===== src/rtl/hmet_pkg.sv =====
// Shared constants and types of the histogram median threshold block.
// No dependencies; imported by hmet_thresh, the top level and the testbench.
`default_nettype none

package hmet_pkg;

    localparam int LVL_W       = 8;
    localparam int LEVELS      = 1 << LVL_W;
    localparam int MAX_PIXELS  = 262144;
    localparam int CNT_W       = $clog2(MAX_PIXELS + 1);
    localparam int SIGMA_W     = 9;
    localparam int SIGMA_RESET = 84;
    localparam int Q8_ONE      = 256;

    typedef logic [LVL_W-1:0]   t_level;
    typedef logic [CNT_W-1:0]   t_count;
    typedef logic [SIGMA_W-1:0] t_sigma;

    typedef struct packed {
        t_level lower;
        t_level upper;
    } t_thresh;

    typedef enum logic [5:0] {
        ST_CLEAR = 6'b000001,
        ST_IDLE  = 6'b000010,
        ST_DRAIN = 6'b000100,
        ST_SCAN  = 6'b001000,
        ST_TAIL  = 6'b010000,
        ST_CALC  = 6'b100000
    } t_state;

endpackage

`default_nettype wire


===== src/rtl/hmet_thresh.sv =====
// Edge threshold arithmetic: scales the median by (1 -/+ sigma) in Q8.
// Depends on hmet_pkg.
`default_nettype none

module hmet_thresh
    import hmet_pkg::*;
(
    input  wire t_level  i_median,
    input  wire t_sigma  i_sigma,
    output t_thresh      o_thresh
);

    localparam int LO_F_W = SIGMA_W;
    localparam int HI_F_W = SIGMA_W + 1;
    localparam int LO_P_W = LO_F_W + LVL_W;
    localparam int HI_P_W = HI_F_W + LVL_W;

    logic [LO_F_W-1:0] lo_factor;
    logic [HI_F_W-1:0] hi_factor;
    logic [LO_P_W-1:0] lo_prod;
    logic [HI_P_W-1:0] hi_prod;
    logic [HI_P_W-9:0] hi_quot;

    always_comb begin
        // spread of a whole unit or more drives the lower bound to zero
        lo_factor = i_sigma[SIGMA_W-1] ? '0 : (LO_F_W'(Q8_ONE) - i_sigma);
        hi_factor = HI_F_W'(Q8_ONE) + HI_F_W'(i_sigma);
        lo_prod   = LO_P_W'(lo_factor) * LO_P_W'(i_median);
        hi_prod   = HI_P_W'(hi_factor) * HI_P_W'(i_median);
        hi_quot   = hi_prod[HI_P_W-1:8];
        o_thresh.lower = lo_prod[LVL_W+7:8];
        if (hi_quot > (HI_P_W-8)'(LEVELS - 1)) begin
            o_thresh.upper = t_level'(LEVELS - 1);
        end else begin
            o_thresh.upper = hi_quot[LVL_W-1:0];
        end
    end

endmodule

`default_nettype wire


===== config.mk =====
export PLATFORM = sky130hd
export DESIGN_NAME = hmet_thresh
export DESIGN_NICKNAME = d
export VERILOG_FILES = /design/src/rtl/hmet_pkg.sv /design/src/rtl/hmet_thresh.sv
export SDC_FILE = /design/constraint.sdc
export NUM_CORES = 1
export LEC_CHECK = 0
export ABC_AREA = 1
export BUFFER_PORTS_ARGS = -buffer_cell sky130_fd_sc_hd__buf_2
export CORE_ASPECT_RATIO = 0.75
export CORE_MARGIN = 2
export CORE_UTILIZATION = 61
export DETAILED_ROUTE_END_ITERATION = 12
export PLACE_DENSITY = 0.8
export SLEW_MARGIN = 20
export SYNTH_ARGS = -nofsm -noshare
export SYNTH_HDL_FRONTEND = slang
export SYNTH_SLANG_ARGS = --single-unit
export TNS_END_PERCENT = 100

===== constraint.sdc =====
create_clock -name vclk -period 12.5
set_input_delay 1.25 -clock vclk [all_inputs]
set_output_delay 1.25 -clock vclk [all_outputs]
set_load 0.03 [all_outputs]

==> results.sh <==
export IMPL_gp_congestion=1.03
export IMPL_cp_data_required_time_ps=11250
export IMPL_rows=29
export IMPL_min_period_ps=7580
export IMPL_final_max_slew_violation_count=0
export IMPL_num_vias=4811
export IMPL_hpwl_um=10600
export IMPL_whs_path_depth=7
export IMPL_rsz0062_at_grt="false"
export IMPL_grt_use_total=0.280
export IMPL_timing_final_crit_share=0.606
export IMPL_avgSynthCellArea_um2=6.75
export IMPL_peakVddDrop_uv=107
export IMPL_core_mm2=0.00842
export IMPL_nFlopsAndLatches=0
export IMPL_viasPerCell=5.35
export IMPL_die_w_um=111
export IMPL_postCtsSetupBuffers=0
export IMPL_pin_count=33
export IMPL_hold_class="in -> out"
export IMPL_hold_viol=0
export IMPL_drc=0
export IMPL_status="finished, final reports clean"
export IMPL_mostFrequentLayoutCells="212 x inv_1, 210 x nand2_1, 87 x fa_1"
export IMPL_synth_cell_type_count=35
export IMPL_clkbuf_count=0
export IMPL_wl_per_cell_um=13.7
export IMPL_ys_warn_count=0
export IMPL_synthXorXnorAreaFrac=0.0203
export IMPL_syn_area_mm2=0.00525
export IMPL_ant_nets=0
export IMPL_seqCellArea_um2=0
export IMPL_setup_tns_ps=0
export IMPL_utilization=0.648
export IMPL_synth_top_family_by_area="adder cells"
export IMPL_netlist_instances=777
export IMPL_arrival_ps=6330
export IMPL_firstDrtPassIters=5
export IMPL_max_freq_mhz=132
export IMPL_power_per_cell_area_mw_per_mm2=122
export IMPL_antenna_found_initial=0
export IMPL_grt_pass1_wl_um=21900
export IMPL_end_kind="output pin"
export IMPL_grt_pass1_vias=4715
export IMPL_p_leak_nw=3.49
export IMPL_io_buffers=33
export IMPL_synth_compound_area_frac=0.0479
export IMPL_area_growth_pct=3.94
export IMPL_holdBufCountCts=0
export IMPL_cap_violations=0
export IMPL_seq_area_frac_synth=0
export IMPL_muxShareOfSynthArea=0
export IMPL_finalSetupViolCount=0
export IMPL_antenna_cells=0
export IMPL_startpoint_type="input port"
export IMPL_layout_nets=964
export IMPL_synthSimpleGateAreaFrac=0.267
export IMPL_synthAdderAreaFrac=0.490
export IMPL_overflow=0
export IMPL_nFillCells=803
export IMPL_cts_resized=0
export IMPL_layout_commonest_cell="inv_1"
export IMPL_worst_pin_slew_ps=701
export IMPL_drt_total_wl_um=12300
export IMPL_relSlewSlack=0.529
export IMPL_grt_max_degree=23
export IMPL_die_area_mm2=0.00936
export IMPL_initial_core_util=0.623
export IMPL_die_y_um=84.3
export IMPL_drive_gt1_frac=0.0644
export IMPL_power_w=0.000666
export IMPL_cp_max_fo=11
export IMPL_drt_iter0_drc=328
export IMPL_worstSetupPathType="in -> out"
critical path, cell delays in order:
cell	delay [ps]
buf_2	200
inv_1	140
ha_1	270
nand3_1	190
nor2_2	90
nor3_2	510
nand2_1	170
fa_1	560
inv_1	50
fa_1	470
inv_1	60
fa_1	540
inv_1	60
fa_1	470
ha_1	370
nand2_1	140
nor2_1	120
nand2_1	90
nand2_1	150
nand2_1	90
nand2_1	60
nand2_1	50
nand2_1	50
buf_2	190
layout make-up:
type,instances,area (um^2),share of cell area
Multi-Input combinational cell,543,4330,0.795
Inverter,216,818,0.150
Timing Repair Buffer,33,165,0.0303
Tap cell,108,135,0.0248
logic make-up (layout without fill, tap and decap cells):
logic type	Yosys count	count (layout)
simple gates	330	330
buf+inv	235	249
fa+ha+maj	153	153
compound gates	48	48
xor+xnor	10	10
other cells	1	2
cells in the mapped netlist, types with 2 or more instances:
| master | n | share of area |
|---|---|---|
| a21oi_1 | 28 | 0.027 |
| buf_2 | 6 | 0.0057 |
| buf_6 | 2 | 0.0043 |
| clkbuf_1 | 10 | 0.0072 |
| fa_1 | 87 | 0.33 |
| ha_1 | 66 | 0.16 |
| inv_1 | 212 | 0.15 |
| inv_2 | 2 | 0.0014 |
| nand2_1 | 210 | 0.15 |
| nand2_2 | 4 | 0.0048 |
| nand3_1 | 30 | 0.029 |
| nand3b_1 | 4 | 0.0057 |
| nand4_1 | 4 | 0.0048 |
| nor2_1 | 54 | 0.039 |
| nor2_2 | 2 | 0.0024 |
| nor2_4 | 2 | 0.0043 |
| nor3_1 | 9 | 0.0086 |
| nor3_2 | 3 | 0.0057 |
| nor3b_1 | 3 | 0.0043 |
| nor4_1 | 3 | 0.0036 |
| o21ai_0 | 15 | 0.014 |
| xnor2_1 | 5 | 0.0083 |
| xor2_1 | 4 | 0.0067 |
per-layer routing:
metal  GRT usage  routed length, um  vias to the layer above
met5           0                  0                        -
met4      0.0123                 26                        0
met3      0.0563               1350                        3
met2       0.449               5410                      193
met1       0.420               5530                     2299
li1            -                  -                     2316
stage by stage:
| step | cells | cell area, um^2 | worst slack [ps] | hold slack (ps) |
|---|---|---|---|---|
| after floorplan | 778 | 5250 | 5640 | 2980 |
| after global placement | 900 | 5450 | 5080 | 3290 |
| after detailed placement | 900 | 5450 | 4960 | 3300 |
| after CTS | 900 | 5450 | 4940 | 3300 |
| after global routing | 900 | 5450 | 4530 | 3360 |
| final | 900 | 5450 | 4920 | 3310 |
worst paths after layout:
path / startpoint / endpoint / slack, ps
worst min-delay path: i_median[0] / o_thresh[8] / 3310
worst max-delay path: i_sigma[0] / o_thresh[11] / 4920
report_power, final:
part / total [W] / leakage [nW] / internal [W] / switching [W]
clock network: 0 / 0 / 0 / 0
logic: 0.000666 / 3.49 / 0.000224 / 0.000441
registers: 0 / 0 / 0 / 0
total: 0.000666 / 3.49 / 0.000224 / 0.000441
Note: power is estimated with default switching activity, not from simulation.
